## src/hw/rtl/fbv_pkg.sv

```systemverilog
// shared types, constants and helpers for the frustum box visibility block
// no dependencies
`default_nettype none

package fbv_pkg;

  localparam int NUM_PLANES   = 6;   // planes actually tested, 1 to 6
  localparam int PLANE_REGS   = 6;   // plane registers in the register map
  localparam int MASK_W       = 6;
  localparam int CFG_IDX_W    = 3;
  localparam int CFG_DATA_W   = 64;
  localparam int COORD_W      = 16;
  localparam int HALF_W       = 15;
  localparam int NORM_W       = 16;
  localparam int MAG_W        = NORM_W + 1;
  localparam int PROD_D_W     = 2 * COORD_W;
  localparam int PROD_E_W     = 30;  // 32767 * 32768 fits in 30 bits
  localparam int ACC_W        = 35;
  localparam int OFFSET_SHIFT = 13;

  localparam int NX_LSB  = 0;
  localparam int NY_LSB  = 16;
  localparam int NZ_LSB  = 32;
  localparam int OFF_LSB = 48;

  typedef logic signed [COORD_W-1:0] coord_t;
  typedef logic [HALF_W-1:0]         half_t;
  typedef logic [MASK_W-1:0]         mask_t;
  typedef logic [CFG_DATA_W-1:0]     plane_word_t;
  typedef logic signed [NORM_W-1:0]  norm_t;
  typedef logic [MAG_W-1:0]          norm_mag_t;

  typedef enum logic [CFG_IDX_W-1:0] {
    REG_PLANE_LEFT   = 3'd0,
    REG_PLANE_RIGHT  = 3'd1,
    REG_PLANE_TOP    = 3'd2,
    REG_PLANE_BOTTOM = 3'd3,
    REG_PLANE_FAR    = 3'd4,
    REG_PLANE_NEAR   = 3'd5
  } reg_index_t;

  // per-plane outcome for one box
  typedef struct packed {
    logic cull;       // box wholly outside the plane
    logic contained;  // box wholly inside the plane
  } verdict_t;

  function automatic norm_mag_t norm_abs(input norm_t v);
    norm_mag_t w;
    w = {v[NORM_W-1], v};
    return v[NORM_W-1] ? norm_mag_t'(-w) : w;
  endfunction

endpackage

`default_nettype wire

```

## src/hw/rtl/fbv_lane.sv

```systemverilog
// one plane lane: registered products, then distance and extent compare
// depends on fbv_pkg
`default_nettype none

module fbv_lane import fbv_pkg::*; (
  input  logic        clk,
  input  logic        load,
  input  coord_t      center_x,
  input  coord_t      center_y,
  input  coord_t      center_z,
  input  half_t       half_x,
  input  half_t       half_y,
  input  half_t       half_z,
  input  plane_word_t plane,
  output verdict_t    verdict
);

  norm_t nx, ny, nz, off;
  norm_mag_t mx, my, mz;
  logic [PROD_E_W-1:0] hx_w, hy_w, hz_w;

  assign nx  = $signed(plane[NX_LSB +: NORM_W]);
  assign ny  = $signed(plane[NY_LSB +: NORM_W]);
  assign nz  = $signed(plane[NZ_LSB +: NORM_W]);
  assign off = $signed(plane[OFF_LSB +: NORM_W]);
  assign mx  = norm_abs(nx);
  assign my  = norm_abs(ny);
  assign mz  = norm_abs(nz);
  assign hx_w = PROD_E_W'(half_x);
  assign hy_w = PROD_E_W'(half_y);
  assign hz_w = PROD_E_W'(half_z);

  // product stage
  logic signed [PROD_D_W-1:0] dx, dy, dz;
  logic [PROD_E_W-1:0]        ex, ey, ez;
  norm_t                      off_r;

  always_ff @(posedge clk) begin
    if (load) begin
      dx    <= PROD_D_W'(nx) * PROD_D_W'(center_x);
      dy    <= PROD_D_W'(ny) * PROD_D_W'(center_y);
      dz    <= PROD_D_W'(nz) * PROD_D_W'(center_z);
      ex    <= hx_w * PROD_E_W'(mx);
      ey    <= hy_w * PROD_E_W'(my);
      ez    <= hz_w * PROD_E_W'(mz);
      off_r <= off;
    end
  end

  // d + e < 0 means wholly outside, d - e > 0 means wholly inside
  logic signed [ACC_W-1:0] off_s, dist_sum, ext, near_sum, far_diff;

  assign off_s    = ACC_W'(off_r);
  assign dist_sum = ACC_W'(dx) + ACC_W'(dy) + ACC_W'(dz) + (off_s <<< OFFSET_SHIFT);
  assign ext      = $signed(ACC_W'(ex) + ACC_W'(ey) + ACC_W'(ez));
  assign near_sum = dist_sum + ext;
  assign far_diff = dist_sum - ext;

  assign verdict.cull      = near_sum[ACC_W-1];
  assign verdict.contained = !far_diff[ACC_W-1] && (far_diff != '0);

endmodule

`default_nettype wire

```

## config.mk

```make
export PLATFORM = sky130hd
export DESIGN_NAME = fbv_lane
export DESIGN_NICKNAME = d
export VERILOG_FILES = /design/src/hw/rtl/fbv_pkg.sv /design/src/hw/rtl/fbv_lane.sv
export SDC_FILE = /design/constraint.sdc
export NUM_CORES = 2
export LEC_CHECK = 0
export ABC_AREA = 1
export BUFFER_PORTS_ARGS = -buffer_cell sky130_fd_sc_hd__buf_4
export CORE_MARGIN = 5
export CORE_UTILIZATION = 45
export DETAILED_ROUTE_END_ITERATION = 8
export PLACE_DENSITY = 0.59
export RECOVER_POWER = 100
export SYNTH_ARGS = -nofsm -noshare
export SYNTH_HDL_FRONTEND = slang
export SYNTH_SLANG_ARGS = --single-unit
```

## constraint.sdc

```tcl
create_clock -name clk -period 16.27 [get_ports clk]
set_clock_uncertainty 0.1 [all_clocks]
set_input_delay 0.8135 -clock clk [delete_from_list [all_inputs] [get_ports clk]]
set_output_delay 0.8135 -clock clk [all_outputs]
set_load 0.03 [all_outputs]
```

==> results.py <==
metrics = {
    "status": {
        "outcome": "complete, but fails checks",
        "failed_checks": "max-capacitance violations, max-slew violations",
    },
    "critical_path": {
        "cp-start-kind": "input port",
        "critPathLaunch": "plane[32]",
        "crit_arrival_ns": 9.44,
        "cp_slowest_cell": "clkbuf_1",
        "required_ns": 16.47,
        "critPathCaptureType": "flip-flop",
        "worstSetupPathType": "in -> reg",
        "critPathCapture": "ez[26]$_DFFE_PP_",
        "cp_max_fo": 32,
        "cpPeakStageDelay_ns": 1.20,
        "cpMostUsedCell": "inv_1",
    },
    "logic_synthesis": {
        "synth_area_leaders": "fa_1 42%, inv_1 13%, ha_1 12%",
        "syn_area_per_cell_um2": 8.131,
        "syn_inst": 8584,
        "ys_async_sr_fraction": 0,
        "synth_edf_count": 202,
        "ys_ff_latch": 202,
        "ys_warn_count": 0,
        "synthesis.area_um2": 69800,
        "synth_largest_area_cell": "fa_1",
        "synth-seq-area-share": 0.08691,
        "synth.top_cell.area_share": 0.4150,
        "synthFlopType": "edfxtp_1",
        "synth.distinct_cells": 62,
    },
    "sta": {
        "fin_crit_sh": 0.5679,
        "worstMarginPinSlew_ns": 4.214,
        "max_freq_ghz": 0.1082,
        "setup_viol": 0,
        "finalMaxSlewViolations": 305,
        "slew_headroom": -1.809,
        "finalHoldViolCount": 0,
        "rsz0062_at_grt": "false",
        "finalSetupTns_ns": 0,
        "layout_setup_ws_ns": 7.031,
        "layout_min_cycle_time_ns": 9.239,
    },
    "worst_hold_path": {
        "holdPathStages": 1,
        "min_path_type": "in -> reg",
    },
    "placement": {
        "gp_congestion": 0.9449,
        "dpl_cell_area_um2": 72760,
        "place_ws_ns": 7.812,
        "hpwlAfterDp_um": 165700,
        "placed_cells": 10580,
        "port-buffer-count": 160,
    },
    "layout": {
        "area_delta_synth_final_pct": 5.268,
        "num_antenna_cells": 0,
        "instances_no_fill": 10620,
        "num-nets-final": 10810,
        "num-fill-cells": 15420,
        "layout-drive-gt1-share": 0.02902,
        "fin_area_um2": 73480,
    },
    "global_routing": {
        "grt_pass1_wl_um": 311300,
        "antenna_found_initial": 5,
        "grtUsageTotal": 0.2396,
        "grt-ovfl-total": 0,
        "grt_max_degree": 80,
        "grt_pass1_vias": 57130,
    },
    "route": {
        "wl_um": 191200,
        "wire_per_inst_um": 18.00,
        "dr.first_iter.drc_count": 3500,
        "via_per_inst": 5.034,
        "drc_errors": 0,
        "vias": 53490,
        "antenna_left": 0,
        "firstDrtPassIters": 5,
    },
    "floorplanning": {
        "fp-row-count": 144,
        "core_um2": 154200,
        "die_w_um": 403.8,
        "initial_utilization": 0.4526,
        "io_pins": 161,
        "die_h_um": 403.8,
        "dieArea_um2": 163100,
    },
    "clocking": {
        "cts_resized": 0,
        "cts_tree": "done",
        "post_cts_buffers": 0,
        "cts-buffers-inserted": 25,
        "cts_buffer_depth": 3,
        "h-tree-depth": 1,
        "cts_hold_buf": 0,
        "clk_pin_slew_ns": 0.06,
        "clockRootBuffer": "clkbuf_16",
        "clock_sinks": 202,
    },
    "run": {
        "maxCapViolCount": 6,
    },
}
[cells in the mapped netlist (7+ instances only)]
cell	n
a31oi_1	20
nand2_1	1812
buf_2	15
nor2_1	626
o21ai_0	123
clkinv_1	24
o21ai_1	30
nand3_1	158
o21bai_1	17
a21o_1	18
nand4_1	43
a21boi_0	7
a21oi_1	282
clkbuf_1	215
edfxtp_1	202
inv_2	34
xnor2_1	112
xor2_1	166
ha_1	644
nor3_1	44
nor2_2	11
nor4_1	16
fa_1	1447
inv_1	2384
buf_1	15
or2_2	12
o31ai_1	9
o211ai_1	12
o21a_1	11
[cells by family (layout without fill, tap and decap cells)]
logic type	after synthesis	count (layout)	synth area share
adder cells (fa/ha/maj)	2091	2091	0.5305
flip-flops	202	202	0.08691
other	2	39	0.0001076
buffers and inverters	2695	2654	0.1455
AO/OA/AOI/OAI	560	560	0.04464
XOR/XNOR	279	279	0.03512
AND/OR/NAND/NOR	2755	2755	0.1572
[how the worst min path moves through the flow]
stage | slack, ns | start | end
6_report | 0.42 | plane[58] | off_r[10]$_DFFE_PP_
5_1_grt | 0.41 | plane[58] | off_r[10]$_DFFE_PP_
4_1_cts | 0.33 | plane[57] | off_r[9]$_DFFE_PP_
3_5_place_dp | 0.93 | plane[58] | off_r[10]$_DFFE_PP_
3_3_place_gp | 0.93 | plane[62] | off_r[14]$_DFFE_PP_
2_1_floorplan | 0.81 | plane[48] | off_r[0]$_DFFE_PP_
[area by class of cell]
class	instances	area, um2	share of cell area
tap	2044	2557	0.03481
multi-input combinational	5724	53700	0.7309
clock inverter	17	192.7	0.002622
sequential	202	6066	0.08256
inverter	2443	9173	0.1248
timing repair buffer	166	1149	0.01563
clock buffer	28	636.9	0.008668
[cell usage in the layout (no fill, tap or decap), types with 5 or more instances in the layout]
cell / Yosys / final
inv_1: 2384 / 2389
nand2_1: 1812 / 1812
fa_1: 1447 / 1447
ha_1: 644 / 644
nor2_1: 626 / 626
a21oi_1: 282 / 282
edfxtp_1: 202 / 202
xor2_1: 166 / 167
nand3_1: 158 / 158
buf_4: 2 / 140
o21ai_0: 123 / 138
xnor2_1: 112 / 112
nor3_1: 44 / 45
nand4_1: 43 / 43
conb_1: 2 / 39
clkinv_1: 24 / 29
clkbuf_1: 215 / 29
inv_2: 34 / 27
clkbuf_16: 0 / 25
a31oi_1: 20 / 20
a21o_1: 18 / 18
o21bai_1: 17 / 17
nor4_1: 16 / 16
o21ai_1: 30 / 15
or2_2: 12 / 12
o211ai_1: 12 / 12
o21a_1: 11 / 11
a21boi_0: 7 / 11
nor2_2: 11 / 11
o31ai_1: 9 / 9
a211oi_1: 6 / 6
a221oi_1: 5 / 5
and3_1: 5 / 5
clkinv_2: 0 / 5
[critical path, delay by kind of cell]
kind / cells / cell delay [ns]
and+or+nand+nor: 11 / 1.75
AOI/OAI and AO/OA: 2 / 0.28
adders and majority gates: 8 / 3.62
xor gates and xnor gates: 2 / 0.95
buffers and inverters: 9 / 2.03
[metrics by stage]
step,utilization,hold slack [ns]
6_report,0.4764,0.4224
5_1_grt,0.4764,0.4122
4_1_cts,0.4772,0.3257
3_5_place_dp,0.4718,0.9297
3_3_place_gp,0.4718,0.9295
2_1_floorplan,-,0.8124
[metal layers]
metal  up-vias  routed length (um)  GRT usage
met4         8                4821    0.05125
li1      24910                   -          -
met1     26840               83800     0.3336
met3       267               11490    0.02982
met2      1459               91080     0.4047
met5         -                  52          0
[flip-flops by register name, indices dropped and copies added (netlist names)]
signal  count
ey         30
dz         32
dx         32
dy         32
off_r      16
ex         30
ez         30
Power is left out: the tool's default activity adds up to more than one toggle a clock period on the data nets, which glitch-free logic cannot reach.
