==> src/hw/rtl/fbv_pkg.sv <==
// shared types, constants and helpers for the frustum box visibility block
// no dependencies
`default_nettype none

package fbv_pkg;

  localparam int NUM_PLANES   = 6;   // planes actually tested, 1 to 6
  localparam int PLANE_REGS   = 6;   // plane registers in the register map
  localparam int MASK_W       = 6;
  localparam int CFG_IDX_W    = 3;
  localparam int CFG_DATA_W   = 64;
  localparam int COORD_W      = 16;
  localparam int HALF_W       = 15;
  localparam int NORM_W       = 16;
  localparam int MAG_W        = NORM_W + 1;
  localparam int PROD_D_W     = 2 * COORD_W;
  localparam int PROD_E_W     = 30;  // 32767 * 32768 fits in 30 bits
  localparam int ACC_W        = 35;
  localparam int OFFSET_SHIFT = 13;

  localparam int NX_LSB  = 0;
  localparam int NY_LSB  = 16;
  localparam int NZ_LSB  = 32;
  localparam int OFF_LSB = 48;

  typedef logic signed [COORD_W-1:0] coord_t;
  typedef logic [HALF_W-1:0]         half_t;
  typedef logic [MASK_W-1:0]         mask_t;
  typedef logic [CFG_DATA_W-1:0]     plane_word_t;
  typedef logic signed [NORM_W-1:0]  norm_t;
  typedef logic [MAG_W-1:0]          norm_mag_t;

  typedef enum logic [CFG_IDX_W-1:0] {
    REG_PLANE_LEFT   = 3'd0,
    REG_PLANE_RIGHT  = 3'd1,
    REG_PLANE_TOP    = 3'd2,
    REG_PLANE_BOTTOM = 3'd3,
    REG_PLANE_FAR    = 3'd4,
    REG_PLANE_NEAR   = 3'd5
  } reg_index_t;

  // per-plane outcome for one box
  typedef struct packed {
    logic cull;       // box wholly outside the plane
    logic contained;  // box wholly inside the plane
  } verdict_t;

  function automatic norm_mag_t norm_abs(input norm_t v);
    norm_mag_t w;
    w = {v[NORM_W-1], v};
    return v[NORM_W-1] ? norm_mag_t'(-w) : w;
  endfunction

endpackage

`default_nettype wire

==> src/hw/rtl/fbv_plane_regs.sv <==
// plane register file, written through the configuration port
// depends on fbv_pkg
`default_nettype none

module fbv_plane_regs import fbv_pkg::*; (
  input  logic                 clk,
  input  logic                 rst,
  input  logic                 cfg_we,
  input  logic [CFG_IDX_W-1:0] cfg_index,
  input  logic [CFG_DATA_W-1:0] cfg_data,
  output plane_word_t          planes [PLANE_REGS]
);

  plane_word_t regs [PLANE_REGS];

  // indexes past the last plane register are dropped
  always_ff @(posedge clk) begin
    if (rst) begin
      for (int i = 0; i < PLANE_REGS; i++) begin
        regs[i] <= '0;
      end
    end else if (cfg_we && (cfg_index <= REG_PLANE_NEAR)) begin
      regs[cfg_index] <= cfg_data;
    end
  end

  assign planes = regs;

endmodule

`default_nettype wire

==> config.mk <==
export PLATFORM = sky130hd
export DESIGN_NAME = fbv_plane_regs
export DESIGN_NICKNAME = d
export VERILOG_FILES = /design/src/hw/rtl/fbv_pkg.sv /design/src/hw/rtl/fbv_plane_regs.sv
export SDC_FILE = /design/constraint.sdc
export NUM_CORES = 1
export LEC_CHECK = 0
export ABC_AREA = 1
export BUFFER_PORTS_ARGS = -buffer_cell sky130_fd_sc_hd__buf_4
export CORE_ASPECT_RATIO = 1.25
export CORE_MARGIN = 5
export CORE_UTILIZATION = 40
export CTS_CLUSTER_DIAMETER = 50
export DETAILED_ROUTE_END_ITERATION = 6
export HOLD_SLACK_MARGIN = 0.12
export PLACE_DENSITY = 0.65
export SLEW_MARGIN = 20
export SYNTH_ARGS = -nofsm -noshare
export SYNTH_HDL_FRONTEND = slang
export SYNTH_SLANG_ARGS = --single-unit
==> constraint.sdc <==
create_clock -name clk -period 2.3 [get_ports clk]
set_input_delay 0.46 -clock clk [delete_from_list [all_inputs] [get_ports clk]]
set_output_delay 0.46 -clock clk [all_outputs]
set_load 0.01 [all_outputs]
==> results.json, run 1 <==
{
  "core_outline_area_sq_um": 37260,
  "yosys.area_share.xor_xnor_pct": 0,
  "antenna-diode-count": 0,
  "syn2layout_area_growth_pct": 33.84,
  "finalWeightedCongestion": 0.8500,
  "layout-drive-gt1-share_pct": 22.10,
  "placement.io_buffers": 453,
  "outcome": "finished clean",
  "die_w_microns": 183.7,
  "dp.cells": 2982,
  "fmax_mhz": 642.8,
  "final-max-slew-violation-count": 0,
  "report.final.hold_viol_count": 0,
  "drv_cap": 0,
  "max_slew.worst_pin.slew_ns": 0.6089,
  "vdd_drop_max_mv": 0.4867,
  "start_kind": "flip-flop",
  "route.detailed.drc": 0,
  "netlist_area_sq_um": 15080,
  "syn_nets": 2237,
  "chipHeight_microns": 227.1,
  "clock_sink_count": 384,
  "post-cts-setup-buffer-count": 0,
  "timing.setup.tns_ns": 0,
  "antenna_violating_nets_post_route": 0,
  "initial_core_util_pct": 40.48,
  "first_iter_violations": 1097,
  "route.detailed.wl_per_inst_microns": 17.48,
  "clk_pin_slew_ns": 0.06,
  "clkLatencyLatePin_ns": 0.53,
  "power-per-cell-area_nw_per_um2": 749.8,
  "cp.buffers_inverters": 1,
  "cpLargestDelayFamily": "flip-flops",
  "synth_top_cells_by_area": "dfxtp_1 51%, nor2_1 19%, nand3_1 13%",
  "fillerInstances": 3558,
  "first_global_vias": 14049,
  "adder_cell_area_share_of_the_yosys_netlist_pct": 0,
  "worst_path_largest_cell_delay_ns": 0.41,
  "avgSynthCellArea_sq_um": 6.960,
  "layout_commonest_cell": "nor2_1",
  "hpwlAfterDp_microns": 35580,
  "flip_flop_count_of_the_largest_register_all_copies_and_words_added": 384,
  "yosys_register_bits": 384,
  "final_cell_mix": "768 x nor2_1, 470 x buf_4, 387 x nand2_1",
  "grt_pass1_wl_microns": 80820,
  "final.min_clock_period_ns": 1.556,
  "clock_tree_from_tritoncts": "yes",
  "power.static_leakage_nw": 9.428,
  "final_cells": 3052,
  "yosysTopAreaCell": "dfxtp_1",
  "cpMaxStageDelayCell": "dfxtp_1",
  "cts_inserted_buffers": 40,
  "setup.worst_path.class": "flip-flop to output pin",
  "normalized_max_slew_margin_pct": 59.40,
  "grt_overflow_total": 0,
  "timing.critical_path.cells": "buf_4",
  "place_area_sq_um": 18900,
  "globalRouteTotalUtil_pct": 24.23,
  "worst_hold_slack_ns": 0.3429,
  "worstPathMaxFanout": 2,
  "worst_r2r_path_depth": 2,
  "synth_simple_gate_area_share_pct": 42.12,
  "syn-instance-count": 2167,
  "total_wire_length_after_detailed_routing_microns": 53350,
  "setup_violations": 0,
  "fin_skew_ns": 0,
  "floorplan.rows": 79,
  "synth_top_family_by_area": "simple AND/OR/NAND/NOR gates",
  "timing.critical_path.required_ns": 1.84,
  "synthDistinctLibCells": 14,
  "min_delay_path_depth": 5,
  "cts-root-to-sink-buffers": 3,
  "floorplan.io_pins": 454,
  "cts_hold_buffers_added": 0,
  "yosysSeqAreaShare_pct": 50.97,
  "grt_setup_unrepaired": "false",
  "synth_top_area_share_pct": 50.97,
  "cp.depth": 1,
  "grt_start_max_net_pins": 129,
  "synth_mux_area_share_pct": 0,
  "net_count_final": 2608,
  "ctsHtreeMaxLevel": 2,
  "worstHoldPathType": "input port to flip-flop",
  "cts_resized": 0,
  "grt_antenna_before_repair": 0,
  "die_area_sq_um": 41720,
  "timing.critical_path.arrival_ns": 1.10,
  "drt-vias-per-instance": 4.970,
  "timing.final.crit_share_pct": 67.64,
  "synth-warning-count": 0,
  "post-route-cell-area_sq_um": 20190,
  "detailedRoute.firstPassIterationCount": 5,
  "area_fraction_in_compound_gates_after_synthesis_pct": 0,
  "num_vias": 15169,
  "cts_root_buffer": "clkbuf_16",
  "crit_path_end_kind": "output pin"
}
-- cell usage after synthesis (all sizes together) --
cell type,instances
nor2,778
nand2,389
dfxtp,384
nand3,384
buf,111
inv,69
clkbuf,51
clkinv,1
-- kinds of logic (layout without fill, tap and decap cells) --
group / Yosys count / count (layout)
buf+inv: 232 / 631
simple gates: 1551 / 1551
flops: 384 / 384
-- per-stage QoR --
| step | power (mW) | util, % | worst slack [ns] |
|---|---|---|---|
| global route | 15.69 | 54.18 | 0.7214 |
| finish | 15.14 | 54.18 | 0.7442 |
| floorplan | 8.128 | - | 0.9606 |
| global placement | 8.932 | 50.72 | 0.5896 |
| CTS | 15.27 | 54.18 | 0.7288 |
| detailed placement | 8.959 | 50.72 | 0.4968 |
-- routing by layer --
layer	vias to the layer above	track usage, %	share of wire (%)
met1	6946	29.90	39
met4	0	11.44	5.0
met5	-	0	0
met3	129	4.922	8.0
met2	638	40.69	48
li1	7456	-	-
-- cell type report --
cell class	count	area, sq um	area share (%)
multi-input combinational	1551	6382	31.61
timing repair buffer	491	3949	19.56
inverter	70	275.3	1.363
sequential	384	7687	38.08
tap	486	608.1	3.012
clock inverter	10	78.83	0.3905
clock buffer	60	1207	5.981
-- worst paths after layout --
path | slack, ns | to | startpoint
worst max-delay path | 0.74 | planes[53] | planes[53]
worst min-delay path | 0.34 | planes[143] | cfg_data[15]
worst max register to register | 1.63 | planes[53] | planes[53]
worst min register to register | 0.48 | planes[268] | planes[268]
-- power breakdown --
part           internal [mW]  switching [mW]
Sequential              6.89           0.153
Combinational          0.692            1.08
Clock                   3.65            2.68
No activity file was read; power rests on OpenSTA's default activity.
==> run 2: changes to the inputs <==
--- a/config.mk
+++ b/config.mk
@@ -13,7 +13,7 @@
 export CTS_CLUSTER_DIAMETER = 50
 export DETAILED_ROUTE_END_ITERATION = 6
 export HOLD_SLACK_MARGIN = 0.12
-export PLACE_DENSITY = 0.65
+export PLACE_DENSITY = 0.67
 export SLEW_MARGIN = 20
 export SYNTH_ARGS = -nofsm -noshare
 export SYNTH_HDL_FRONTEND = slang
==> constraint.sdc (replaced) <==
create_clock -name clk -period 1.35 [get_ports clk]
set_input_delay 0.27 -clock clk [delete_from_list [all_inputs] [get_ports clk]]
set_output_delay 0.27 -clock clk [all_outputs]
set_load 0.01 [all_outputs]
==> results.json, run 2 (synthesis gave the netlist of run 1 again) <==
{
  "cpMaxStageDelayCell": "dfxtp_1",
  "power-per-cell-area_nw_per_um2": 1254,
  "initial_core_util_pct": 40.48,
  "timing.critical_path.cells": "buf_4",
  "cp.buffers_inverters": 1,
  "cts_inserted_buffers": 40,
  "ff_to_ff_start": "planes[355]",
  "syn2layout_area_growth_pct": 38.16,
  "first_iter_violations": 1243,
  "setup.worst_path.class": "flip-flop to output pin",
  "worst_setup_path_startpoint": "planes[25]",
  "timing.setup.tns_ns": 0,
  "cp.depth": 1,
  "worstHoldPathType": "input port to flip-flop",
  "cpLargestDelayFamily": "flip-flops",
  "antenna_violating_nets_post_route": 0,
  "finalWeightedCongestion": 0.8399,
  "normalized_max_slew_margin_pct": 64.09,
  "crit_path_end_kind": "output pin",
  "final_cell_mix": "768 x nor2_1, 483 x buf_4, 387 x nand2_1",
  "report.final.hold_viol_count": 0,
  "hpwlAfterDp_microns": 36930,
  "floorplan.io_pins": 454,
  "setup_violations": 0,
  "timing.final.crit_share_pct": 98.26,
  "vdd_drop_max_mv": 0.8970,
  "crit-reg2reg-capture": "planes[355]",
  "ctsHtreeMaxLevel": 2,
  "grt_pass1_wl_microns": 79540,
  "detailedRoute.firstPassIterationCount": 6,
  "chipHeight_microns": 227.1,
  "final-max-slew-violation-count": 0,
  "drt-vias-per-instance": 4.994,
  "layout_setup_ws_ns": 0.02342,
  "clock_tree_from_tritoncts": "yes",
  "fin_skew_ns": 0,
  "cts-root-to-sink-buffers": 3,
  "cts_root_buffer": "clkbuf_16",
  "timing.critical_path.arrival_ns": 1.06,
  "grt_start_max_net_pins": 67,
  "placement.io_buffers": 453,
  "worst-r2r-setup-slack_ns": 0.72,
  "total_wire_length_after_detailed_routing_microns": 52660,
  "first_global_vias": 14139,
  "grt_setup_unrepaired": "false",
  "multi_input_area_sq_um": 6382,
  "max_slew.worst_pin.slew_ns": 0.5387,
  "grt_antenna_before_repair": 0,
  "worst_setup_timing_slack_at_the_placement_stage_ns": -0.08938,
  "outcome": "finished clean",
  "total_power_mw": 26.12,
  "globalRouteTotalUtil_pct": 23.77,
  "final.min_clock_period_ns": 1.327,
  "worstSetupEndpoint": "planes[25]",
  "clkLatencyLatePin_ns": 0.53,
  "place_area_sq_um": 19520,
  "post-cts-setup-buffer-count": 0,
  "worst_path_largest_cell_delay_ns": 0.38,
  "antenna-diode-count": 0,
  "grt_overflow_total": 0,
  "clock_sink_count": 384,
  "net_count_final": 2647,
  "core_outline_area_sq_um": 37260,
  "fmax_mhz": 753.8,
  "seqCellArea_sq_um": 7706,
  "num_vias": 15437,
  "die_area_sq_um": 41720,
  "layout-drive-gt1-share_pct": 23.84,
  "clk_pin_slew_ns": 0.06,
  "die_w_microns": 183.7,
  "flip_flop_count_of_the_largest_register_all_copies_and_words_added": 384,
  "start_kind": "flip-flop",
  "cts_hold_buffers_added": 0,
  "floorplan.rows": 79,
  "layout_commonest_cell": "nor2_1",
  "route.detailed.drc": 0,
  "drv_cap": 0,
  "power.static_leakage_nw": 9.745,
  "post-route-cell-area_sq_um": 20840,
  "timing.critical_path.required_ns": 1.08,
  "worstPathMaxFanout": 2,
  "fillerInstances": 3499,
  "worst_r2r_path_depth": 2,
  "route.detailed.wl_per_inst_microns": 17.04
}
[run 2: metal layers]
| metal | global-route usage [%] | vias to the layer above | share of wire [%] |
|---|---|---|---|
| met2 | 39.79 | 615 | 48 |
| li1 | - | 7547 | - |
| met4 | 11.20 | 0 | 4.9 |
| met3 | 5.242 | 125 | 8.4 |
| met5 | 0 | - | 0 |
| met1 | 29.19 | 7150 | 39 |
[run 2: worst min path at each step]
| stage | start | to | slack [ns] | cells past startpoint |
|---|---|---|---|---|
| 2_1_floorplan | planes[192] | planes[192] | 0.51 | 2 |
| 3_3_place_gp | planes[341] | planes[341] | 0.46 | 2 |
| 3_5_place_dp | planes[251] | planes[251] | 0.47 | 2 |
| 4_1_cts | cfg_data[35] | planes[291] | 0.13 | 5 |
| 5_1_grt | cfg_data[33] | planes[289] | 0.16 | 5 |
| 6_report | cfg_data[35] | planes[291] | 0.16 | 5 |
[run 2: layout make-up]
class                   instances  area share, %
flip-flops and latches        384          36.98
multi-input cells            1551          30.63
repair buffers                530          21.92
clock buffers                  57          5.596
well taps                     486          2.918
inverters                      70          1.321
clock inverters                13         0.6424
[run 2: through the flow]
stage | utilization, % | cells | hold slack, ns
global placement | 52.38 | 3021 | 0.4647
detailed placement | 52.38 | 3021 | 0.4714
finish | 55.92 | 3091 | 0.1555
global route | 55.92 | 3091 | 0.1577
CTS | 55.88 | 3091 | 0.1276
floorplan | - | 2167 | 0.5079
[run 2: where the power goes]
part	internal [mW]	leakage, nW	total (mW)	switching, mW
clock	6.41	0.647	10.9	4.52
sequential	11.7	3.13	12.0	0.249
combinational	1.33	5.97	3.20	1.87
[run 2: worst min-delay path, stage by stage]
cell and delay (ns):
buf_4 0.08, inv_1 0.09, nand3_1 0.10, nand2_1 0.05, nor2_1 0.07
[run 2: repair_timing]
item,4_1_cts,5_1_grt
gates cloned,0,0
endpoints found under the setup margin,4,11
gates resized for setup,4,11
